$ cat config.mk
export PLATFORM = sky130hd
export DESIGN_NAME = rti_regfile
export DESIGN_NICKNAME = d
export VERILOG_FILES = /design/src/sv/rti_pkg.sv /design/src/sv/rti_regfile.sv
export SDC_FILE = /design/constraint.sdc
export NUM_CORES = 2
export LEC_CHECK = 0
export BUFFER_PORTS_ARGS = -buffer_cell sky130_fd_sc_hd__buf_4
export CORE_MARGIN = 8
export CORE_UTILIZATION = 65
export CTS_CLUSTER_SIZE = 8
export DETAILED_ROUTE_END_ITERATION = 6
export PLACE_DENSITY_LB_ADDON = 0.12
export SYNTH_ARGS = -nofsm -noshare
export SYNTH_HDL_FRONTEND = slang
export SYNTH_SLANG_ARGS = --single-unit
$ cat constraint.sdc
create_clock -name clk -period 10.9 [get_ports clk]
set_clock_uncertainty 0.1 [all_clocks]
set_input_delay 0.545 -clock clk [delete_from_list [all_inputs] [get_ports clk]]
set_output_delay 0.545 -clock clk [all_outputs]
set_load 0.005 [all_outputs]
$ cat src/sv/rti_pkg.sv
// shared types, constants, saturating helpers and microprogram of the intersect block
`timescale 1ns / 1ps
package rti_pkg;
	localparam int VW = 32;
	localparam int AW = 7;
	localparam int RF_DEPTH = 128;
	localparam int PCW = 8;
	localparam int TOLW = 16;
	localparam int MATW = 16;

	typedef logic [AW-1:0] raddr_t;
	typedef logic signed [VW-1:0] val_t;

	localparam val_t MAXV = 32'sh7fff_ffff;
	localparam val_t MINV = 32'sh8000_0000;
	localparam val_t ONE = 32'sh0001_0000;
	localparam logic [TOLW-1:0] TOL_RESET = 16'd66;

	typedef enum logic [1:0] {K_VTX, K_TEX, K_ATTR, K_CAST} kind_t;

	typedef enum logic [3:0] {
		OP_ADD, OP_SUB, OP_MUL, OP_DIV, OP_SQ0, OP_SQA, OP_SQRT,
		OP_LE0, OP_DEV, OP_TOL, OP_RNG, OP_SELN, OP_DONE
	} op_t;

	typedef enum logic [2:0] {ST_IDLE, ST_LOAD, ST_FETCH, ST_EXEC, ST_MULW, ST_ITER} state_t;

	typedef struct packed {
		op_t op;
		raddr_t dst;
		raddr_t a;
		raddr_t b;
	} instr_t;

	typedef struct packed {
		logic go;
		logic root;
	} iter_ctl_t;

	// register file map
	localparam raddr_t R_P0 = 7'd0;
	localparam raddr_t R_P1 = 7'd3;
	localparam raddr_t R_P2 = 7'd6;
	localparam raddr_t R_N0 = 7'd9;
	localparam raddr_t R_T0 = 7'd18;
	localparam raddr_t R_O = 7'd24;
	localparam raddr_t R_D = 7'd27;
	localparam raddr_t R_E1 = 7'd30;
	localparam raddr_t R_E2 = 7'd33;
	localparam raddr_t R_NN = 7'd36;
	localparam raddr_t R_DEN = 7'd39;
	localparam raddr_t R_NOM = 7'd40;
	localparam raddr_t R_TT = 7'd41;
	localparam raddr_t R_TA = 7'd42;
	localparam raddr_t R_TB = 7'd43;
	localparam raddr_t R_P = 7'd44;
	localparam raddr_t R_E3 = 7'd47;
	localparam raddr_t R_E4 = 7'd50;
	localparam raddr_t R_AA = 7'd53;
	localparam raddr_t R_C = 7'd54;
	localparam raddr_t R_W = 7'd57;
	localparam raddr_t R_SUM = 7'd60;
	localparam raddr_t R_NV = 7'd61;
	localparam raddr_t R_L = 7'd64;
	localparam raddr_t R_NI = 7'd65;
	localparam raddr_t R_FN = 7'd68;
	localparam raddr_t R_TU = 7'd71;
	localparam raddr_t R_TV = 7'd72;
	localparam raddr_t R_X1 = 7'd73;
	localparam raddr_t R_X2 = 7'd74;
	localparam raddr_t R_DV = 7'd75;

	function automatic val_t sat_add(input val_t a, input val_t b);
		logic signed [VW:0] s;
		s = {a[VW-1], a} + {b[VW-1], b};
		if (s[VW] != s[VW-1]) return s[VW] ? MINV : MAXV;
		return s[VW-1:0];
	endfunction

	function automatic val_t sat_sub(input val_t a, input val_t b);
		logic signed [VW:0] s;
		s = {a[VW-1], a} - {b[VW-1], b};
		if (s[VW] != s[VW-1]) return s[VW] ? MINV : MAXV;
		return s[VW-1:0];
	endfunction

	function automatic logic [VW-1:0] mag(input val_t x);
		return x[VW-1] ? (~x + 1'b1) : x;
	endfunction

	function automatic instr_t mk(input op_t op, input raddr_t d, input raddr_t a,
			input raddr_t b);
		instr_t r;
		r.op = op;
		r.dst = d;
		r.a = a;
		r.b = b;
		return r;
	endfunction

	function automatic instr_t cross_i(input logic [3:0] k, input raddr_t a, input raddr_t b,
			input raddr_t o);
		instr_t r;
		case (k)
			4'd0: r = mk(OP_MUL, R_X1, a + 7'd1, b + 7'd2);
			4'd1: r = mk(OP_MUL, R_X2, a + 7'd2, b + 7'd1);
			4'd2: r = mk(OP_SUB, o, R_X1, R_X2);
			4'd3: r = mk(OP_MUL, R_X1, a + 7'd2, b);
			4'd4: r = mk(OP_MUL, R_X2, a, b + 7'd2);
			4'd5: r = mk(OP_SUB, o + 7'd1, R_X1, R_X2);
			4'd6: r = mk(OP_MUL, R_X1, a, b + 7'd1);
			4'd7: r = mk(OP_MUL, R_X2, a + 7'd1, b);
			4'd8: r = mk(OP_SUB, o + 7'd2, R_X1, R_X2);
			default: r = mk(OP_DONE, R_X1, R_X1, R_X1);
		endcase
		return r;
	endfunction

	function automatic instr_t dot_i(input logic [3:0] k, input raddr_t a, input raddr_t b,
			input raddr_t o);
		instr_t r;
		case (k)
			4'd0: r = mk(OP_MUL, R_X1, a, b);
			4'd1: r = mk(OP_MUL, R_X2, a + 7'd1, b + 7'd1);
			4'd2: r = mk(OP_ADD, R_X1, R_X1, R_X2);
			4'd3: r = mk(OP_MUL, R_X2, a + 7'd2, b + 7'd2);
			4'd4: r = mk(OP_ADD, o, R_X1, R_X2);
			default: r = mk(OP_DONE, R_X1, R_X1, R_X1);
		endcase
		return r;
	endfunction

	function automatic instr_t len_i(input logic [3:0] k, input raddr_t a, input raddr_t o);
		instr_t r;
		case (k)
			4'd0: r = mk(OP_SQ0, o, a, a);
			4'd1: r = mk(OP_SQA, o, a + 7'd1, a + 7'd1);
			4'd2: r = mk(OP_SQA, o, a + 7'd2, a + 7'd2);
			4'd3: r = mk(OP_SQRT, o, a, a);
			default: r = mk(OP_DONE, R_X1, R_X1, R_X1);
		endcase
		return r;
	endfunction

	function automatic instr_t interp_i(input logic [3:0] k, input raddr_t base,
			input raddr_t stride, input raddr_t o);
		instr_t r;
		case (k)
			4'd0: r = mk(OP_MUL, R_X1, base, R_W);
			4'd1: r = mk(OP_MUL, R_X2, base + stride, R_W + 7'd1);
			4'd2: r = mk(OP_ADD, R_X1, R_X1, R_X2);
			4'd3: r = mk(OP_MUL, R_X2, base + stride + stride, R_W + 7'd2);
			4'd4: r = mk(OP_ADD, o, R_X1, R_X2);
			default: r = mk(OP_DONE, R_X1, R_X1, R_X1);
		endcase
		return r;
	endfunction

	// cast microprogram
	function automatic instr_t prog(input logic [PCW-1:0] pc);
		instr_t r;
		logic [PCW-1:0] k;
		r = mk(OP_DONE, R_X1, R_X1, R_X1);
		k = '0;
		case (pc) inside
			[0:2]: begin
				k = pc;
				r = mk(OP_SUB, R_E1 + k[6:0], R_P1 + k[6:0], R_P0 + k[6:0]);
			end
			[3:5]: begin
				k = pc - 8'd3;
				r = mk(OP_SUB, R_E2 + k[6:0], R_P2 + k[6:0], R_P0 + k[6:0]);
			end
			[6:14]: begin
				k = pc - 8'd6;
				r = cross_i(k[3:0], R_E1, R_E2, R_NN);
			end
			[15:19]: begin
				k = pc - 8'd15;
				r = dot_i(k[3:0], R_NN, R_D, R_DEN);
			end
			[20:24]: begin
				k = pc - 8'd20;
				r = dot_i(k[3:0], R_NN, R_P0, R_TA);
			end
			[25:29]: begin
				k = pc - 8'd25;
				r = dot_i(k[3:0], R_NN, R_O, R_TB);
			end
			[30:30]: r = mk(OP_SUB, R_NOM, R_TA, R_TB);
			[31:31]: r = mk(OP_DIV, R_TT, R_NOM, R_DEN);
			[32:32]: r = mk(OP_LE0, R_TT, R_TT, R_TT);
			[33:38]: begin
				k = pc - 8'd33;
				if (!k[0]) begin
					r = mk(OP_MUL, R_X1, R_D + {5'd0, k[2:1]}, R_TT);
				end else begin
					r = mk(OP_ADD, R_P + {5'd0, k[2:1]}, R_O + {5'd0, k[2:1]}, R_X1);
				end
			end
			[39:41]: begin
				k = pc - 8'd39;
				r = mk(OP_SUB, R_E3 + k[6:0], R_P1 + k[6:0], R_P + k[6:0]);
			end
			[42:44]: begin
				k = pc - 8'd42;
				r = mk(OP_SUB, R_E4 + k[6:0], R_P2 + k[6:0], R_P + k[6:0]);
			end
			[45:48]: begin
				k = pc - 8'd45;
				r = len_i(k[3:0], R_NN, R_AA);
			end
			[49:57]: begin
				k = pc - 8'd49;
				r = cross_i(k[3:0], R_E3, R_E4, R_C);
			end
			[58:61]: begin
				k = pc - 8'd58;
				r = len_i(k[3:0], R_C, R_DV);
			end
			[62:62]: r = mk(OP_DIV, R_W, R_DV, R_AA);
			[63:71]: begin
				k = pc - 8'd63;
				r = cross_i(k[3:0], R_E4, R_E2, R_C);
			end
			[72:75]: begin
				k = pc - 8'd72;
				r = len_i(k[3:0], R_C, R_DV);
			end
			[76:76]: r = mk(OP_DIV, R_W + 7'd1, R_DV, R_AA);
			[77:85]: begin
				k = pc - 8'd77;
				r = cross_i(k[3:0], R_E1, R_E3, R_C);
			end
			[86:89]: begin
				k = pc - 8'd86;
				r = len_i(k[3:0], R_C, R_DV);
			end
			[90:90]: r = mk(OP_DIV, R_W + 7'd2, R_DV, R_AA);
			[91:91]: r = mk(OP_ADD, R_SUM, R_W, R_W + 7'd1);
			[92:92]: r = mk(OP_ADD, R_SUM, R_SUM, R_W + 7'd2);
			[93:93]: r = mk(OP_DEV, R_DV, R_SUM, R_SUM);
			[94:94]: r = mk(OP_TOL, R_DV, R_DV, R_DV);
			[95:97]: begin
				k = pc - 8'd95;
				r = mk(OP_RNG, R_W, R_W + k[6:0], R_W);
			end
			[98:102]: begin
				k = pc - 8'd98;
				r = interp_i(k[3:0], R_N0, 7'd3, R_NI);
			end
			[103:107]: begin
				k = pc - 8'd103;
				r = interp_i(k[3:0], R_N0 + 7'd1, 7'd3, R_NI + 7'd1);
			end
			[108:112]: begin
				k = pc - 8'd108;
				r = interp_i(k[3:0], R_N0 + 7'd2, 7'd3, R_NI + 7'd2);
			end
			[113:115]: begin
				k = pc - 8'd113;
				r = mk(OP_SELN, R_NV + k[6:0], R_NI + k[6:0], R_NN + k[6:0]);
			end
			[116:119]: begin
				k = pc - 8'd116;
				r = len_i(k[3:0], R_NV, R_L);
			end
			[120:122]: begin
				k = pc - 8'd120;
				r = mk(OP_DIV, R_FN + k[6:0], R_NV + k[6:0], R_L);
			end
			[123:127]: begin
				k = pc - 8'd123;
				r = interp_i(k[3:0], R_T0, 7'd2, R_TU);
			end
			[128:132]: begin
				k = pc - 8'd128;
				r = interp_i(k[3:0], R_T0 + 7'd1, 7'd2, R_TV);
			end
			default: r = mk(OP_DONE, R_X1, R_X1, R_X1);
		endcase
		return r;
	endfunction
endpackage

$ cat src/sv/rti_regfile.sv
// two-read one-write register file with registered read data
`timescale 1ns / 1ps
module rti_regfile (
	input  logic                clk,
	input  logic                we,
	input  rti_pkg::raddr_t     waddr,
	input  rti_pkg::val_t       wdata,
	input  rti_pkg::raddr_t     raddr_a,
	input  rti_pkg::raddr_t     raddr_b,
	output rti_pkg::val_t       rdata_a,
	output rti_pkg::val_t       rdata_b
);
	rti_pkg::val_t mem [rti_pkg::RF_DEPTH];

	always_ff @(posedge clk) begin
		if (we) begin
			mem[waddr] <= wdata;
		end
	end

	always_ff @(posedge clk) begin
		rdata_a <= mem[raddr_a];
		rdata_b <= mem[raddr_b];
	end
endmodule

Word-level counts from Yosys, hierarchy flattened
Memory sizes are Yosys's and may differ from the RTL's. A register that Yosys moved wholly into a read port is not among the register bits.
Cells that the tools add are included.
{"block": "word_totals", "regBits": 0, "mem_bits_rw": 4096, "inputBits": 55, "out_inout_bits": 64, "elab_cells": 3, "mem_count": 1}
{"block": "classes", "n_mux": 2}
{"name": "mem", "words": 128, "word_bits": 32, "read_ports": 2, "rd_ports_with_merged_regs": 2, "wr": 1, "line": "rti_regfile.sv:13", "rtl": "rti_pkg::val_t mem [rti_pkg::RF_DEPTH];"}
{"operator": "$mux W1", "count": 2}

Logic depth before layout (Yosys ltp)
{"block": "depth", "word_depth": 2, "mapped_depth": 8, "mapped_depth_nobuf": 4}

Worst setup path before layout
Ideal clock, no wire load.
{"block": "synth_path", "path_type": "input port to flip-flop", "start": "input we", "end": "memory mem[98][0] (netlist bit), enable pin", "setup_time_ns": 0.461, "arrival_time_ns": 3.323, "required_time_ns": 10.339, "slack_ns": 7.016, "path_stages": 3, "path_buffers": 1, "cell_sequence": "clkbuf_1 -> nand4_1 -> nor3_1"}
{"block": "synth_between", "elab_chain_cells": 2}
{"item": "start, declared", "line": "rti_regfile.sv:5", "rtl": "input logic we,"}
{"item": "$mux W1", "line": "rti_regfile.sv:16", "rtl": "if (we) begin"}
{"item": "$mux W1 (implied by the code)", "line": "rti_regfile.sv:17", "rtl": "mem[waddr] <= wdata;"}
{"item": "end, declared", "line": "rti_regfile.sv:13"}
No other way between the ends.

==> results.json <==
{
  "post-place-ws_ns": 5.60,
  "power-per-cell-area_mw_per_mm2": 177,
  "final-instance-count-excl-fill": 12200,
  "grt.total_usage_pct": 39.0,
  "routabilityCongestion": 0.829,
  "power_mw": 37.6,
  "r2r_cells": 4,
  "synthesized_instance_count": 7701,
  "finalHoldViolations": 0,
  "clk-insertion-delay-late_ns": 1.04,
  "area_delta_synth_final_pct": 12.5,
  "synth_seq_area_share_pct": 65.8,
  "clk_root_buffer_cell": "sky130_fd_sc_hd__clkbuf_16",
  "period_needed_ns": 4.36,
  "io_pins": 119,
  "postLayoutCoreUtil_pct": 73.3,
  "place_inst": 11300,
  "portBuffers": 118,
  "post-synth-top-area-cell": "sky130_fd_sc_hd__edfxtp_1",
  "mappedNetlistArea_mm2": 0.189,
  "num_vias": 101000,
  "failed_checks": "DRC",
  "dpl.hpwl_um": 311000,
  "worst_hold_depth": 2,
  "detail_route.drc_violations": 2,
  "cts_htree_levels": 6,
  "critical_path_type": "primary input to flip-flop",
  "die_area_mm2": 0.308,
  "drt-met1-wl_um": 186000,
  "grt_setup_unrepaired": "false",
  "grt_start_max_net_pins": 144,
  "drt_first_pass_iters": 7,
  "ys_top_cells_by_area": "sky130_fd_sc_hd__edfxtp_1 65%, sky130_fd_sc_hd__mux4_2 32%, sky130_fd_sc_hd__clkbuf_1 0.73%",
  "grt_remaining_overflow": 0,
  "hold_end": "rdata_b[8]",
  "critical_path_arrival_ns": 5.17,
  "rr_startpoint": "mem[88][21]",
  "design.core.area_mm2": 0.290,
  "route.top_layer_used": "met5",
  "nNetsFinal": 8141,
  "antenna_found_initial": 66,
  "final_critical_path_setup_slack_ns": 6.54,
  "synth.ff_latch_count": 4160,
  "crit-reg2reg-capture": "rdata_a[21]",
  "worstPathCellList": "buf_16 -> buf_12 -> buf_4 -> mux4_2 -> mux4_2 -> mux4_2 -> mux2_2",
  "clk_transition_reported_paths_ns": 0.05,
  "syn_nets": 7756,
  "die_w_um": 555,
  "syn_area_per_cell_um2": 24.5,
  "start_util_pct": 65.1,
  "cpMostUsedCell": "sky130_fd_sc_hd__mux4_2",
  "dr.first_iter.drc_count": 18500,
  "slew_viol_final": 0,
  "ys.flop_type": "sky130_fd_sc_hd__edfxtp_1",
  "startpoint_types": "primary input",
  "die_height_um": 555,
  "maxClockFrequency_mhz": 230,
  "vias_in_the_first_global_route": 104000,
  "worst-slew-pin-transition_ns": 1.29,
  "slew_headroom_pct": 14.1,
  "met3_length_um": 94100,
  "timing.critical_path.slowest_stage_cell": "sky130_fd_sc_hd__buf_4",
  "worst_setup_ep_type": "flip-flop",
  "required_ns": 11.71,
  "cts-root-to-sink-buffers": 4,
  "yosys.area.top_type_share_pct": 65.2,
  "cts-buffers-inserted": 590,
  "grt_first_pass_wirelength_um": 826000,
  "cts_num_sinks": 4160,
  "clock_tree_from_tritoncts": "done",
  "wl_met2_um": 271000,
  "synth_warnings": 0,
  "regToRegSetupSlack_ns": 8.18,
  "holdCritStartpoint": "raddr_b[5]",
  "drive_gt1_share_pct": 46.7,
  "outcome": "complete, but fails checks",
  "peakVddDrop_uv": 205,
  "cell_row_count": 198,
  "asyncSetResetFlopFracSynth_pct": 0,
  "avgRoutedWirePerCell_um": 48.8,
  "critical_path.max_stage_delay_ns": 0.82,
  "maxCapViolations": 0,
  "setup_violations": 0,
  "number_of_synthesized_flops_with_an_enable_pin": 4096,
  "via_to_cell_ratio": 8.30,
  "leakagePower_nw": 65.1,
  "cts_post_setup_buffers_inserted": 0,
  "synth.lib_cells_used.distinct": 17,
  "path_max_fanout": 96,
  "route.final.wire_length_um": 595000,
  "min-delay-path-class": "primary input to flip-flop",
  "layout_worst_path_cycle_share_pct": 40.0,
  "antenna_left": 0,
  "final.setup.tns_ns": 0
}
## worst max-delay path by stage
stage          slack, ns  cells after the start  startpoint     endpoint
6_report            6.54                      7  raddr_a[0]  rdata_a[21]
5_1_grt             6.33                      7  raddr_a[0]  rdata_a[23]
4_1_cts             6.68                      7  raddr_a[0]  rdata_a[23]
3_5_place_dp        5.60                      7  raddr_a[0]  rdata_a[23]
3_3_place_gp        5.64                      7  raddr_a[0]  rdata_a[21]
2_1_floorplan       7.02                      3          we   mem[98][0]
## power by group
part           switching (mW)  internal, mW
clock                    6.84          10.1
combinational            1.54          1.26
sequential              0.172          17.7
## worst max-delay path: cells and delay by family
family                 cells  cell delay [ns]
buffers and inverters      3             1.94
multiplexers               4             2.21
## cell type report
type                    count  area (um^2)
flip-flops and latches   4160       124000
clock buffers             826        15900
multi-input cells        2922        62900
well taps                3800         4750
fillers                 15300        77500
clock inverters            52          937
repair buffers            412         3580
diodes                     38         95.1
## registers in the layout (all words and copies together) (netlist names)
signal,count
mem,4096
rdata_a,32
rdata_b,32
## timing repair
item	in CTS	in global routing
endpoints found under the hold margin	1055	0
resized for setup	0	0
hold buffers	32	0
## stage by stage
step	hold WS (ns)	area, um^2
2_1_floorplan	0.544	189000
3_3_place_gp	0.655	195000
3_5_place_dp	0.656	195000
4_1_cts	0.144	212000
5_1_grt	0.186	212000
6_report	0.206	212000
## metal layers
layer  global-route usage (%)  up-vias
met3                     13.6     1872
met1                     51.3    54000
met2                     57.3     9425
li1                         -    36100
met4                     23.5       48
met5                        0        -
## Yosys cell counts, drive strengths merged (2+ instances only)
cell type,n
nor2,122
nand2,14
edfxtp,4096
nand2b,2
clkbuf,365
dfxtp,64
nor3,9
nand3,12
mux4,2688
nor2b,7
buf,254
mux2,64
nand4,3
## placed cells by master (no fill, tap or decap)
cell type                       instances
sky130_fd_sc_hd__inv_6                 11
sky130_fd_sc_hd__clkbuf_16            600
sky130_fd_sc_hd__buf_6                  2
sky130_fd_sc_hd__nor2b_1                7
sky130_fd_sc_hd__bufinv_16              1
sky130_fd_sc_hd__nor2_4               119
sky130_fd_sc_hd__nand4_1                3
sky130_fd_sc_hd__dfxtp_1               64
sky130_fd_sc_hd__clkinv_16              9
sky130_fd_sc_hd__buf_4                345
sky130_fd_sc_hd__diode_2               38
sky130_fd_sc_hd__clkinv_1               1
sky130_fd_sc_hd__nand2b_1               2
sky130_fd_sc_hd__dlygate4sd3_1         32
sky130_fd_sc_hd__nand3_1               12
sky130_fd_sc_hd__mux2_2                64
sky130_fd_sc_hd__nand2_1               14
sky130_fd_sc_hd__clkinv_8              17
sky130_fd_sc_hd__buf_8                  6
sky130_fd_sc_hd__buf_16                 2
sky130_fd_sc_hd__inv_16                13
sky130_fd_sc_hd__nor2_1                 3
sky130_fd_sc_hd__edfxtp_1            4096
sky130_fd_sc_hd__clkbuf_1             226
sky130_fd_sc_hd__nor3_2                 9
sky130_fd_sc_hd__mux4_2              2688
sky130_fd_sc_hd__or3_1                  1
sky130_fd_sc_hd__buf_12                25
## cell families (layout without fill, tap and decap cells)
kind of cell / Yosys count / after routing / share of synthesized area, %
AND/OR/NAND/NOR: 170 / 170 / 0.369
flip-flops: 4160 / 4160 / 65.8
multiplexers: 2752 / 2752 / 32.5
buffers and inverters: 619 / 1290 / 1.34
other: 0 / 38 / 0
Note: power is estimated with default switching activity, not from simulation.
