==> src/sv/rti_pkg.sv <==
// shared types, constants, saturating helpers and microprogram of the intersect block
`timescale 1ns / 1ps
package rti_pkg;
	localparam int VW = 32;
	localparam int AW = 7;
	localparam int RF_DEPTH = 128;
	localparam int PCW = 8;
	localparam int TOLW = 16;
	localparam int MATW = 16;

	typedef logic [AW-1:0] raddr_t;
	typedef logic signed [VW-1:0] val_t;

	localparam val_t MAXV = 32'sh7fff_ffff;
	localparam val_t MINV = 32'sh8000_0000;
	localparam val_t ONE = 32'sh0001_0000;
	localparam logic [TOLW-1:0] TOL_RESET = 16'd66;

	typedef enum logic [1:0] {K_VTX, K_TEX, K_ATTR, K_CAST} kind_t;

	typedef enum logic [3:0] {
		OP_ADD, OP_SUB, OP_MUL, OP_DIV, OP_SQ0, OP_SQA, OP_SQRT,
		OP_LE0, OP_DEV, OP_TOL, OP_RNG, OP_SELN, OP_DONE
	} op_t;

	typedef enum logic [2:0] {ST_IDLE, ST_LOAD, ST_FETCH, ST_EXEC, ST_MULW, ST_ITER} state_t;

	typedef struct packed {
		op_t op;
		raddr_t dst;
		raddr_t a;
		raddr_t b;
	} instr_t;

	typedef struct packed {
		logic go;
		logic root;
	} iter_ctl_t;

	// register file map
	localparam raddr_t R_P0 = 7'd0;
	localparam raddr_t R_P1 = 7'd3;
	localparam raddr_t R_P2 = 7'd6;
	localparam raddr_t R_N0 = 7'd9;
	localparam raddr_t R_T0 = 7'd18;
	localparam raddr_t R_O = 7'd24;
	localparam raddr_t R_D = 7'd27;
	localparam raddr_t R_E1 = 7'd30;
	localparam raddr_t R_E2 = 7'd33;
	localparam raddr_t R_NN = 7'd36;
	localparam raddr_t R_DEN = 7'd39;
	localparam raddr_t R_NOM = 7'd40;
	localparam raddr_t R_TT = 7'd41;
	localparam raddr_t R_TA = 7'd42;
	localparam raddr_t R_TB = 7'd43;
	localparam raddr_t R_P = 7'd44;
	localparam raddr_t R_E3 = 7'd47;
	localparam raddr_t R_E4 = 7'd50;
	localparam raddr_t R_AA = 7'd53;
	localparam raddr_t R_C = 7'd54;
	localparam raddr_t R_W = 7'd57;
	localparam raddr_t R_SUM = 7'd60;
	localparam raddr_t R_NV = 7'd61;
	localparam raddr_t R_L = 7'd64;
	localparam raddr_t R_NI = 7'd65;
	localparam raddr_t R_FN = 7'd68;
	localparam raddr_t R_TU = 7'd71;
	localparam raddr_t R_TV = 7'd72;
	localparam raddr_t R_X1 = 7'd73;
	localparam raddr_t R_X2 = 7'd74;
	localparam raddr_t R_DV = 7'd75;

	function automatic val_t sat_add(input val_t a, input val_t b);
		logic signed [VW:0] s;
		s = {a[VW-1], a} + {b[VW-1], b};
		if (s[VW] != s[VW-1]) return s[VW] ? MINV : MAXV;
		return s[VW-1:0];
	endfunction

	function automatic val_t sat_sub(input val_t a, input val_t b);
		logic signed [VW:0] s;
		s = {a[VW-1], a} - {b[VW-1], b};
		if (s[VW] != s[VW-1]) return s[VW] ? MINV : MAXV;
		return s[VW-1:0];
	endfunction

	function automatic logic [VW-1:0] mag(input val_t x);
		return x[VW-1] ? (~x + 1'b1) : x;
	endfunction

	function automatic instr_t mk(input op_t op, input raddr_t d, input raddr_t a,
			input raddr_t b);
		instr_t r;
		r.op = op;
		r.dst = d;
		r.a = a;
		r.b = b;
		return r;
	endfunction

	function automatic instr_t cross_i(input logic [3:0] k, input raddr_t a, input raddr_t b,
			input raddr_t o);
		instr_t r;
		case (k)
			4'd0: r = mk(OP_MUL, R_X1, a + 7'd1, b + 7'd2);
			4'd1: r = mk(OP_MUL, R_X2, a + 7'd2, b + 7'd1);
			4'd2: r = mk(OP_SUB, o, R_X1, R_X2);
			4'd3: r = mk(OP_MUL, R_X1, a + 7'd2, b);
			4'd4: r = mk(OP_MUL, R_X2, a, b + 7'd2);
			4'd5: r = mk(OP_SUB, o + 7'd1, R_X1, R_X2);
			4'd6: r = mk(OP_MUL, R_X1, a, b + 7'd1);
			4'd7: r = mk(OP_MUL, R_X2, a + 7'd1, b);
			4'd8: r = mk(OP_SUB, o + 7'd2, R_X1, R_X2);
			default: r = mk(OP_DONE, R_X1, R_X1, R_X1);
		endcase
		return r;
	endfunction

	function automatic instr_t dot_i(input logic [3:0] k, input raddr_t a, input raddr_t b,
			input raddr_t o);
		instr_t r;
		case (k)
			4'd0: r = mk(OP_MUL, R_X1, a, b);
			4'd1: r = mk(OP_MUL, R_X2, a + 7'd1, b + 7'd1);
			4'd2: r = mk(OP_ADD, R_X1, R_X1, R_X2);
			4'd3: r = mk(OP_MUL, R_X2, a + 7'd2, b + 7'd2);
			4'd4: r = mk(OP_ADD, o, R_X1, R_X2);
			default: r = mk(OP_DONE, R_X1, R_X1, R_X1);
		endcase
		return r;
	endfunction

	function automatic instr_t len_i(input logic [3:0] k, input raddr_t a, input raddr_t o);
		instr_t r;
		case (k)
			4'd0: r = mk(OP_SQ0, o, a, a);
			4'd1: r = mk(OP_SQA, o, a + 7'd1, a + 7'd1);
			4'd2: r = mk(OP_SQA, o, a + 7'd2, a + 7'd2);
			4'd3: r = mk(OP_SQRT, o, a, a);
			default: r = mk(OP_DONE, R_X1, R_X1, R_X1);
		endcase
		return r;
	endfunction

	function automatic instr_t interp_i(input logic [3:0] k, input raddr_t base,
			input raddr_t stride, input raddr_t o);
		instr_t r;
		case (k)
			4'd0: r = mk(OP_MUL, R_X1, base, R_W);
			4'd1: r = mk(OP_MUL, R_X2, base + stride, R_W + 7'd1);
			4'd2: r = mk(OP_ADD, R_X1, R_X1, R_X2);
			4'd3: r = mk(OP_MUL, R_X2, base + stride + stride, R_W + 7'd2);
			4'd4: r = mk(OP_ADD, o, R_X1, R_X2);
			default: r = mk(OP_DONE, R_X1, R_X1, R_X1);
		endcase
		return r;
	endfunction

	// cast microprogram
	function automatic instr_t prog(input logic [PCW-1:0] pc);
		instr_t r;
		logic [PCW-1:0] k;
		r = mk(OP_DONE, R_X1, R_X1, R_X1);
		k = '0;
		case (pc) inside
			[0:2]: begin
				k = pc;
				r = mk(OP_SUB, R_E1 + k[6:0], R_P1 + k[6:0], R_P0 + k[6:0]);
			end
			[3:5]: begin
				k = pc - 8'd3;
				r = mk(OP_SUB, R_E2 + k[6:0], R_P2 + k[6:0], R_P0 + k[6:0]);
			end
			[6:14]: begin
				k = pc - 8'd6;
				r = cross_i(k[3:0], R_E1, R_E2, R_NN);
			end
			[15:19]: begin
				k = pc - 8'd15;
				r = dot_i(k[3:0], R_NN, R_D, R_DEN);
			end
			[20:24]: begin
				k = pc - 8'd20;
				r = dot_i(k[3:0], R_NN, R_P0, R_TA);
			end
			[25:29]: begin
				k = pc - 8'd25;
				r = dot_i(k[3:0], R_NN, R_O, R_TB);
			end
			[30:30]: r = mk(OP_SUB, R_NOM, R_TA, R_TB);
			[31:31]: r = mk(OP_DIV, R_TT, R_NOM, R_DEN);
			[32:32]: r = mk(OP_LE0, R_TT, R_TT, R_TT);
			[33:38]: begin
				k = pc - 8'd33;
				if (!k[0]) begin
					r = mk(OP_MUL, R_X1, R_D + {5'd0, k[2:1]}, R_TT);
				end else begin
					r = mk(OP_ADD, R_P + {5'd0, k[2:1]}, R_O + {5'd0, k[2:1]}, R_X1);
				end
			end
			[39:41]: begin
				k = pc - 8'd39;
				r = mk(OP_SUB, R_E3 + k[6:0], R_P1 + k[6:0], R_P + k[6:0]);
			end
			[42:44]: begin
				k = pc - 8'd42;
				r = mk(OP_SUB, R_E4 + k[6:0], R_P2 + k[6:0], R_P + k[6:0]);
			end
			[45:48]: begin
				k = pc - 8'd45;
				r = len_i(k[3:0], R_NN, R_AA);
			end
			[49:57]: begin
				k = pc - 8'd49;
				r = cross_i(k[3:0], R_E3, R_E4, R_C);
			end
			[58:61]: begin
				k = pc - 8'd58;
				r = len_i(k[3:0], R_C, R_DV);
			end
			[62:62]: r = mk(OP_DIV, R_W, R_DV, R_AA);
			[63:71]: begin
				k = pc - 8'd63;
				r = cross_i(k[3:0], R_E4, R_E2, R_C);
			end
			[72:75]: begin
				k = pc - 8'd72;
				r = len_i(k[3:0], R_C, R_DV);
			end
			[76:76]: r = mk(OP_DIV, R_W + 7'd1, R_DV, R_AA);
			[77:85]: begin
				k = pc - 8'd77;
				r = cross_i(k[3:0], R_E1, R_E3, R_C);
			end
			[86:89]: begin
				k = pc - 8'd86;
				r = len_i(k[3:0], R_C, R_DV);
			end
			[90:90]: r = mk(OP_DIV, R_W + 7'd2, R_DV, R_AA);
			[91:91]: r = mk(OP_ADD, R_SUM, R_W, R_W + 7'd1);
			[92:92]: r = mk(OP_ADD, R_SUM, R_SUM, R_W + 7'd2);
			[93:93]: r = mk(OP_DEV, R_DV, R_SUM, R_SUM);
			[94:94]: r = mk(OP_TOL, R_DV, R_DV, R_DV);
			[95:97]: begin
				k = pc - 8'd95;
				r = mk(OP_RNG, R_W, R_W + k[6:0], R_W);
			end
			[98:102]: begin
				k = pc - 8'd98;
				r = interp_i(k[3:0], R_N0, 7'd3, R_NI);
			end
			[103:107]: begin
				k = pc - 8'd103;
				r = interp_i(k[3:0], R_N0 + 7'd1, 7'd3, R_NI + 7'd1);
			end
			[108:112]: begin
				k = pc - 8'd108;
				r = interp_i(k[3:0], R_N0 + 7'd2, 7'd3, R_NI + 7'd2);
			end
			[113:115]: begin
				k = pc - 8'd113;
				r = mk(OP_SELN, R_NV + k[6:0], R_NI + k[6:0], R_NN + k[6:0]);
			end
			[116:119]: begin
				k = pc - 8'd116;
				r = len_i(k[3:0], R_NV, R_L);
			end
			[120:122]: begin
				k = pc - 8'd120;
				r = mk(OP_DIV, R_FN + k[6:0], R_NV + k[6:0], R_L);
			end
			[123:127]: begin
				k = pc - 8'd123;
				r = interp_i(k[3:0], R_T0, 7'd2, R_TU);
			end
			[128:132]: begin
				k = pc - 8'd128;
				r = interp_i(k[3:0], R_T0 + 7'd1, 7'd2, R_TV);
			end
			default: r = mk(OP_DONE, R_X1, R_X1, R_X1);
		endcase
		return r;
	endfunction
endpackage

==> src/sv/rti_iter.sv <==
// shared bit-serial divider and square root unit
`timescale 1ns / 1ps
module rti_iter (
	input  logic                clk,
	input  logic                arst_n,
	input  rti_pkg::iter_ctl_t  ctl,
	input  rti_pkg::val_t       opa,
	input  rti_pkg::val_t       opb,
	input  logic [63:0]         rad,
	output logic                done,
	output rti_pkg::val_t       result
);
	logic        run_q;
	logic        done_q;
	logic [5:0]  cnt_q;
	logic        root_mode_q;
	logic        neg_q;
	logic        dz_q;
	logic [31:0] d_q;
	logic [63:0] sh_q;
	logic [35:0] rem_q;
	logic [31:0] root_q;
	logic [32:0] dv_rem;
	logic        dv_ge;
	logic [35:0] sq_rem;
	logic [35:0] sq_trial;
	logic        sq_ge;
	logic [47:0] quo;

	assign dv_rem = {rem_q[31:0], sh_q[63]};
	assign dv_ge = dv_rem >= {1'b0, d_q};
	assign sq_rem = {rem_q[33:0], sh_q[63:62]};
	assign sq_trial = {2'b00, root_q, 2'b01};
	assign sq_ge = sq_rem >= sq_trial;
	assign quo = sh_q[47:0];

	always_ff @(posedge clk or negedge arst_n) begin
		if (!arst_n) begin
			run_q <= 1'b0;
			done_q <= 1'b0;
			cnt_q <= '0;
		end else begin
			done_q <= 1'b0;
			if (ctl.go) begin
				run_q <= 1'b1;
				cnt_q <= ctl.root ? 6'd31 : 6'd47;
			end else if (run_q) begin
				if (cnt_q == '0) begin
					run_q <= 1'b0;
					done_q <= 1'b1;
				end else begin
					cnt_q <= cnt_q - 6'd1;
				end
			end
		end
	end

	always_ff @(posedge clk) begin
		if (ctl.go) begin
			root_mode_q <= ctl.root;
			neg_q <= opa[31] ^ opb[31];
			dz_q <= (opb == '0);
			d_q <= rti_pkg::mag(opb);
			sh_q <= ctl.root ? rad : {rti_pkg::mag(opa), 32'd0};
			rem_q <= '0;
			root_q <= '0;
		end else if (run_q) begin
			if (root_mode_q) begin
				sh_q <= {sh_q[61:0], 2'b00};
				rem_q <= sq_ge ? (sq_rem - sq_trial) : sq_rem;
				root_q <= {root_q[30:0], sq_ge};
			end else begin
				sh_q <= {sh_q[62:0], dv_ge};
				rem_q <= {3'b000, dv_ge ? (dv_rem - {1'b0, d_q}) : dv_rem};
			end
		end
	end

	always_comb begin
		if (root_mode_q) begin
			result = root_q[31] ? rti_pkg::MAXV : root_q;
		end else if (dz_q) begin
			result = '0;
		end else if (quo[47:31] != '0) begin
			result = neg_q ? rti_pkg::MINV : rti_pkg::MAXV;
		end else begin
			result = neg_q ? (32'd0 - quo[31:0]) : quo[31:0];
		end
	end

	assign done = done_q;
endmodule

==> config.mk <==
export PLATFORM = sky130hd
export DESIGN_NAME = rti_iter
export DESIGN_NICKNAME = d
export VERILOG_FILES = /design/src/sv/rti_pkg.sv /design/src/sv/rti_iter.sv
export SDC_FILE = /design/constraint.sdc
export NUM_CORES = 1
export LEC_CHECK = 0
export BUFFER_PORTS_ARGS = -buffer_cell sky130_fd_sc_hd__buf_2
export CAP_MARGIN = 30
export CORE_AREA = 2 2 243 245
export DETAILED_ROUTE_END_ITERATION = 10
export DIE_AREA = 0 0 245 247
export SLEW_MARGIN = 30
export SYNTH_ARGS = -nofsm -noshare
export SYNTH_HDL_FRONTEND = slang
export SYNTH_SLANG_ARGS = --single-unit
==> constraint.sdc <==
create_clock -name clk -period 3.04 [get_ports clk]
set_input_delay 0.152 -clock clk [delete_from_list [all_inputs] [get_ports clk]]
set_output_delay 0.152 -clock clk [all_outputs]
set_load 0.03 [all_outputs]
# After elaboration in Yosys (flattened, before gate mapping)
# Cells that the tools add are included.
# word_totals
word_cells,54
inputBits,132
register_bits,173
output_inout_bits,33
# classes
add_sub_neg,6
muxes,25
n_lt_le_gt_ge,2
n_eq_ne,1
bitwise_logic,3
n_reduce_logical,6
# op_table
operator,n
two-way mux 64 bit,4
two-way mux 32 bit,6
two-way mux 34 bit,2
"adder 32 x 1 -> 32 bit, second input constant",2
inverter 32 bit,2
two-way mux 31 bit,2
>= comparator 36 x 34 -> 1 bit,1
subtractor 34 bit,1
>= comparator 33 x 32 -> 1 bit,1
two-way mux 33 bit,1
subtractor 33 x 32 -> 33 bit,1
zero test 32 bit,1
"subtractor 1 x 32 -> 32 bit, first input constant",1
two-way mux 6 bit,4
nonzero test 17 bit,1
zero test 6 bit,1
two-way mux 1 bit,6
"subtractor 6 x 1 -> 6 bit, second input constant",1
AND reduction 2 bit,2
"inequality test 2 bit, second input constant",1
nonzero test 2 bit,1
bitwise XOR 1 bit,1

# Logic depth before layout (Yosys ltp)
# depth
depth_word,5
ltp_mapped,14
mapped_depth_nobuf,13

# Worst setup path after synthesis
# No wires, ideal clock.
# synth_path
path_kind,reg-to-output
from,reg sh_q[0]
to,out result[30]
required_time_ps,2888
path_buffers,0
t_arrival_ps,3237
path_slack_ps,-349
path_stages_with_launch,11
path_cell_list,edfxtp_1 -> inv_1 -> ha_1 -> nor3b_1 -> nand3_1 -> or3_1 -> or3_1 -> or3_1 -> o21ai_0 -> a211oi_1 -> o21ai_0
# synth_between
elab_chain_cells,5
# synth_rtl
item,line,source
"start, declared",rti_iter.sv:20,logic [63:0] sh_q;
"start signal, assigned",rti_iter.sv:64,"sh_q <= ctl.root ? rad : {rti_pkg::mag(opa), 32'd0};"
"start signal, assigned",rti_iter.sv:69,"sh_q <= {sh_q[61:0], 2'b00};"
"start signal, assigned",rti_iter.sv:73,"sh_q <= {sh_q[62:0], dv_ge};"
subtractor 1 x 32 -> 32 bit,rti_iter.sv:87,result = neg_q ? (32'd0 - quo[31:0]) : quo[31:0];
two-way mux 32 bit,rti_iter.sv:87,
two-way mux 32 bit,rti_iter.sv:84,end else if (quo[47:31] != '0) begin
two-way mux 32 bit,rti_iter.sv:82,end else if (dz_q) begin
two-way mux 32 bit,rti_iter.sv:80,if (root_mode_q) begin
"end, declared",rti_iter.sv:11,output rti_pkg::val_t result
# No other way between the ends.

# Final worst setup path
# layout_path
from,reg sh_q[17]
to,out result[29]
# The elaborated chain is that of the path after synthesis.

==> results.json <==
{
  "powerDensity_nw_per_um2": 724.1,
  "die_h_um": 247,
  "rsz0062_at_grt": "true",
  "synthDistinctLibCells": 80,
  "cts_made_buffers": 17,
  "synth_ff_type": "edfxtp_1",
  "rows": 89,
  "maxSlewHeadroom_pct": 37.05,
  "drcViolationCount": 0,
  "path_clk_slew_ns": 0.07,
  "ys_seq_area_share_pct": 31.26,
  "cts_tree": "yes",
  "netlist_instances": 1793,
  "area_growth_pct": 37.45,
  "finalWorstSetupSlack_ns": -0.6176,
  "multi_input_area_um2": 9933,
  "drt_iter0_drc": 1007,
  "wl_per_cell_um": 16.14,
  "ys_ff_latch": 173,
  "min_path_type": "input port to flop",
  "setup_viol": 21,
  "worstPathRequired_ns": 2.89,
  "wirelength_mm": 47.67,
  "fp.coreArea_um2": 58240,
  "finalHoldViolations": 1,
  "fin_tns_setup_ns": -5.740,
  "cp_cell_sequence": "or4_4 -> or4_4 -> or3_4 -> or3_4 -> or2_4 -> o31ai_4 -> a211oi_2 -> o21ai_2 -> buf_6",
  "worst_slew_pin_slew_ns": 0.9433,
  "dp_hpwl_mm": 36.71,
  "via_count": 14810,
  "ys_async_sr_fraction_pct": 4.624,
  "cap_viol_max_count": 0,
  "syn-num-nets": 1997,
  "yosysWarnings": 0,
  "layoutNonFillerInstCount": 2953,
  "startpoint_type": "flop",
  "cpPeakStageDelay_ns": 0.55,
  "start_util_pct": 24.69,
  "slew_viol_final": 0,
  "status": "complete, but fails checks",
  "grt_pass1_vias": 14490,
  "layout-drive-gt1-share_pct": 28.30,
  "antenna_found_initial": 1,
  "cellLeakagePower_uw": 0.008242,
  "die_area_um2": 60520,
  "crit_type": "flop to output port",
  "fill_cells": 6004,
  "final_nets": 2372,
  "grt_usage_pct": 15.27,
  "postRouteAntennaNets": 0,
  "fin_crit_ns": 3.658,
  "clock_skew_ns": 0.01035,
  "die_w_um": 245,
  "n_antenna_cell": 0,
  "crit_slowest_cell": "or4_4",
  "regArea_um2": 4504,
  "vdd_drop_max_mv": 0.5005,
  "numPortBuffers": 164,
  "cts-htree-levels": 4,
  "dpl.cell_count": 2864,
  "synth.cell_area_um2": 14380,
  "drtPass1Iterations": 8,
  "grt_pass1_wl_mm": 74.06,
  "cts.sinks": 173,
  "clock_latency_ns": 0.47,
  "crit_arrival_ns": 3.51,
  "clock-root-buffer": "clkbuf_16",
  "hold_slack_ns": -0.01203,
  "ios": 165,
  "overflow": 0,
  "fin_crit_sh_pct": 120.3,
  "synth_edf_count": 99,
  "endpoint_kind": "output port",
  "gp_congestion": 0.8686,
  "viasPerCell": 5.015,
  "syn-mean-instance-area_um2": 8.019,
  "fmax_mhz": 273.4,
  "violations": "negative hold slack, negative setup slack",
  "grt_start_max_net_pins": 97,
  "worstPathMaxFanout": 4,
  "cts_buffer_depth": 2
}
repair_timing:
item,in CTS,in global routing
gates resized for setup,90,125
pin swaps,27,58
endpoints found under the hold margin,48,0
gates cloned,0,1
hold buffers,40,0
setup endpoints to repair,65,62
buffers inserted,6,13
where the power goes:
part	leakage [µW]	internal, µW	switching (µW)
clock network	0.000309	1460	1030
registers	0.00170	2820	281
logic	0.00624	4240	4480
final cells by class:
class,instances,share of cell area [%]
Multi-Input combinational cell,1412,50.26
Sequential cell,173,22.79
Timing Repair Buffer,461,16.85
Tap cell,773,4.894
Clock buffer,17,2.152
Inverter,103,1.956
Clock inverter,14,1.095
worst paths after layout:
check | startpoint | to | slack, ns | cells after the start
min in group asynchronous | arst_n | cnt_q[0] | 0.07 | 2
min | rad[31] | sh_q[31] | -0.01 | 3
max | sh_q[17] | result[29] | -0.62 | 9
max in group asynchronous | arst_n | cnt_q[5] | 2.79 | 2
min reg2reg | cnt_q[0] | cnt_q[0] | 0.49 | 1
max reg2reg | sh_q[63] | rem_q[30] | -0.11 | 13
synth_stat cells, drive strengths merged, types with 12 or more instances:
cell,count,area (µm²)
xnor2,72,630.6
o21a,12,90.09
o31ai,34,269.0
a21o,29,217.7
dfxtp,66,1321
nand2,251,942.2
edfxtp,99,2973
nand4,17,106.4
o211ai,16,120.1
o41ai,12,105.1
clkbuf,88,330.3
nor2b,13,81.33
ha,71,888.4
a211oi,27,202.7
or3,36,230.2
xor2,49,429.2
nand3,29,145.1
a21oi,112,560.5
o21ai,231,1160
nor3,35,175.2
buf,17,77.58
nor2,85,321.6
and3,15,93.84
or4,12,93.84
inv,102,382.9
nor4,13,81.33
mux2i,83,830.8
critical path: cells and delay by family, from the launching register on:
| family | cells | cell delay, ns |
|---|---|---|
| AND/OR/NAND/NOR | 5 | 1.97 |
| AO/OA/AOI/OAI | 3 | 0.51 |
| buffers and inverters | 1 | 0.16 |
| flip-flops | 1 | 0.40 |
per-stage QoR:
| step | setup slack, ns | util (%) | area [µm²] | total power (µW) |
|---|---|---|---|---|
| global route | -0.6639 | 33.94 | 19760 | 15260 |
| CTS | -0.6438 | 32.69 | 19040 | 13660 |
| global placement | -0.2114 | 30.27 | 17630 | 10670 |
| finish | -0.6176 | 33.94 | 19760 | 14310 |
| detailed placement | -0.2705 | 30.27 | 17630 | 10740 |
| floorplan | -0.03567 | - | 14420 | 7768 |
cells by family (layout without fill, tap and decap cells):
group,after synthesis,in the layout,share of synthesized area (%)
compound gates,574,574,24.91
simple gates,552,552,18.06
buf+inv,208,595,5.526
flops,173,173,31.26
xor+xnor,121,121,7.370
mux,93,93,6.561
fa+ha+maj,72,72,6.317
routing by layer:
metal  vias to the layer above  track usage, %  routed length, µm
li1                       7308               -                  -
met4                         2           5.918               1260
met2                       316           27.99              24720
met1                      7121           17.95              20050
met5                         -               0                 12
met3                        62           2.030               1619
placed cells by master (no fill, tap or decap), drive strengths merged, types with 10 or more instances in the layout:
master	n
o211ai	16
buf	418
nor4	13
ha	71
a221oi	11
edfxtp	99
nand2b	10
a21oi	112
o21a	12
nand4	17
nand2	251
a211oi	27
xor2	49
or4	12
clkbuf	20
dlygate4sd3	40
xnor2	72
mux2i	83
or2	10
nand3	29
o41ai	12
inv	105
and3	15
o31ai	34
a31oi	10
nor2b	13
or3	36
a21o	29
mux2	10
nor3	35
nor2	85
o21ai	231
dfxtp	66
state kept, by name (all words and copies together), names as in the netlist:
| register | count |
|---|---|
| cnt_q | 6 |
| d_q | 32 |
| done | 1 |
| dz_q | 1 |
| neg_q | 1 |
| rem_q | 34 |
| root_mode_q | 1 |
| root_q | 32 |
| run_q | 1 |
| sh_q | 64 |
Note: power is estimated with default switching activity, not from simulation.
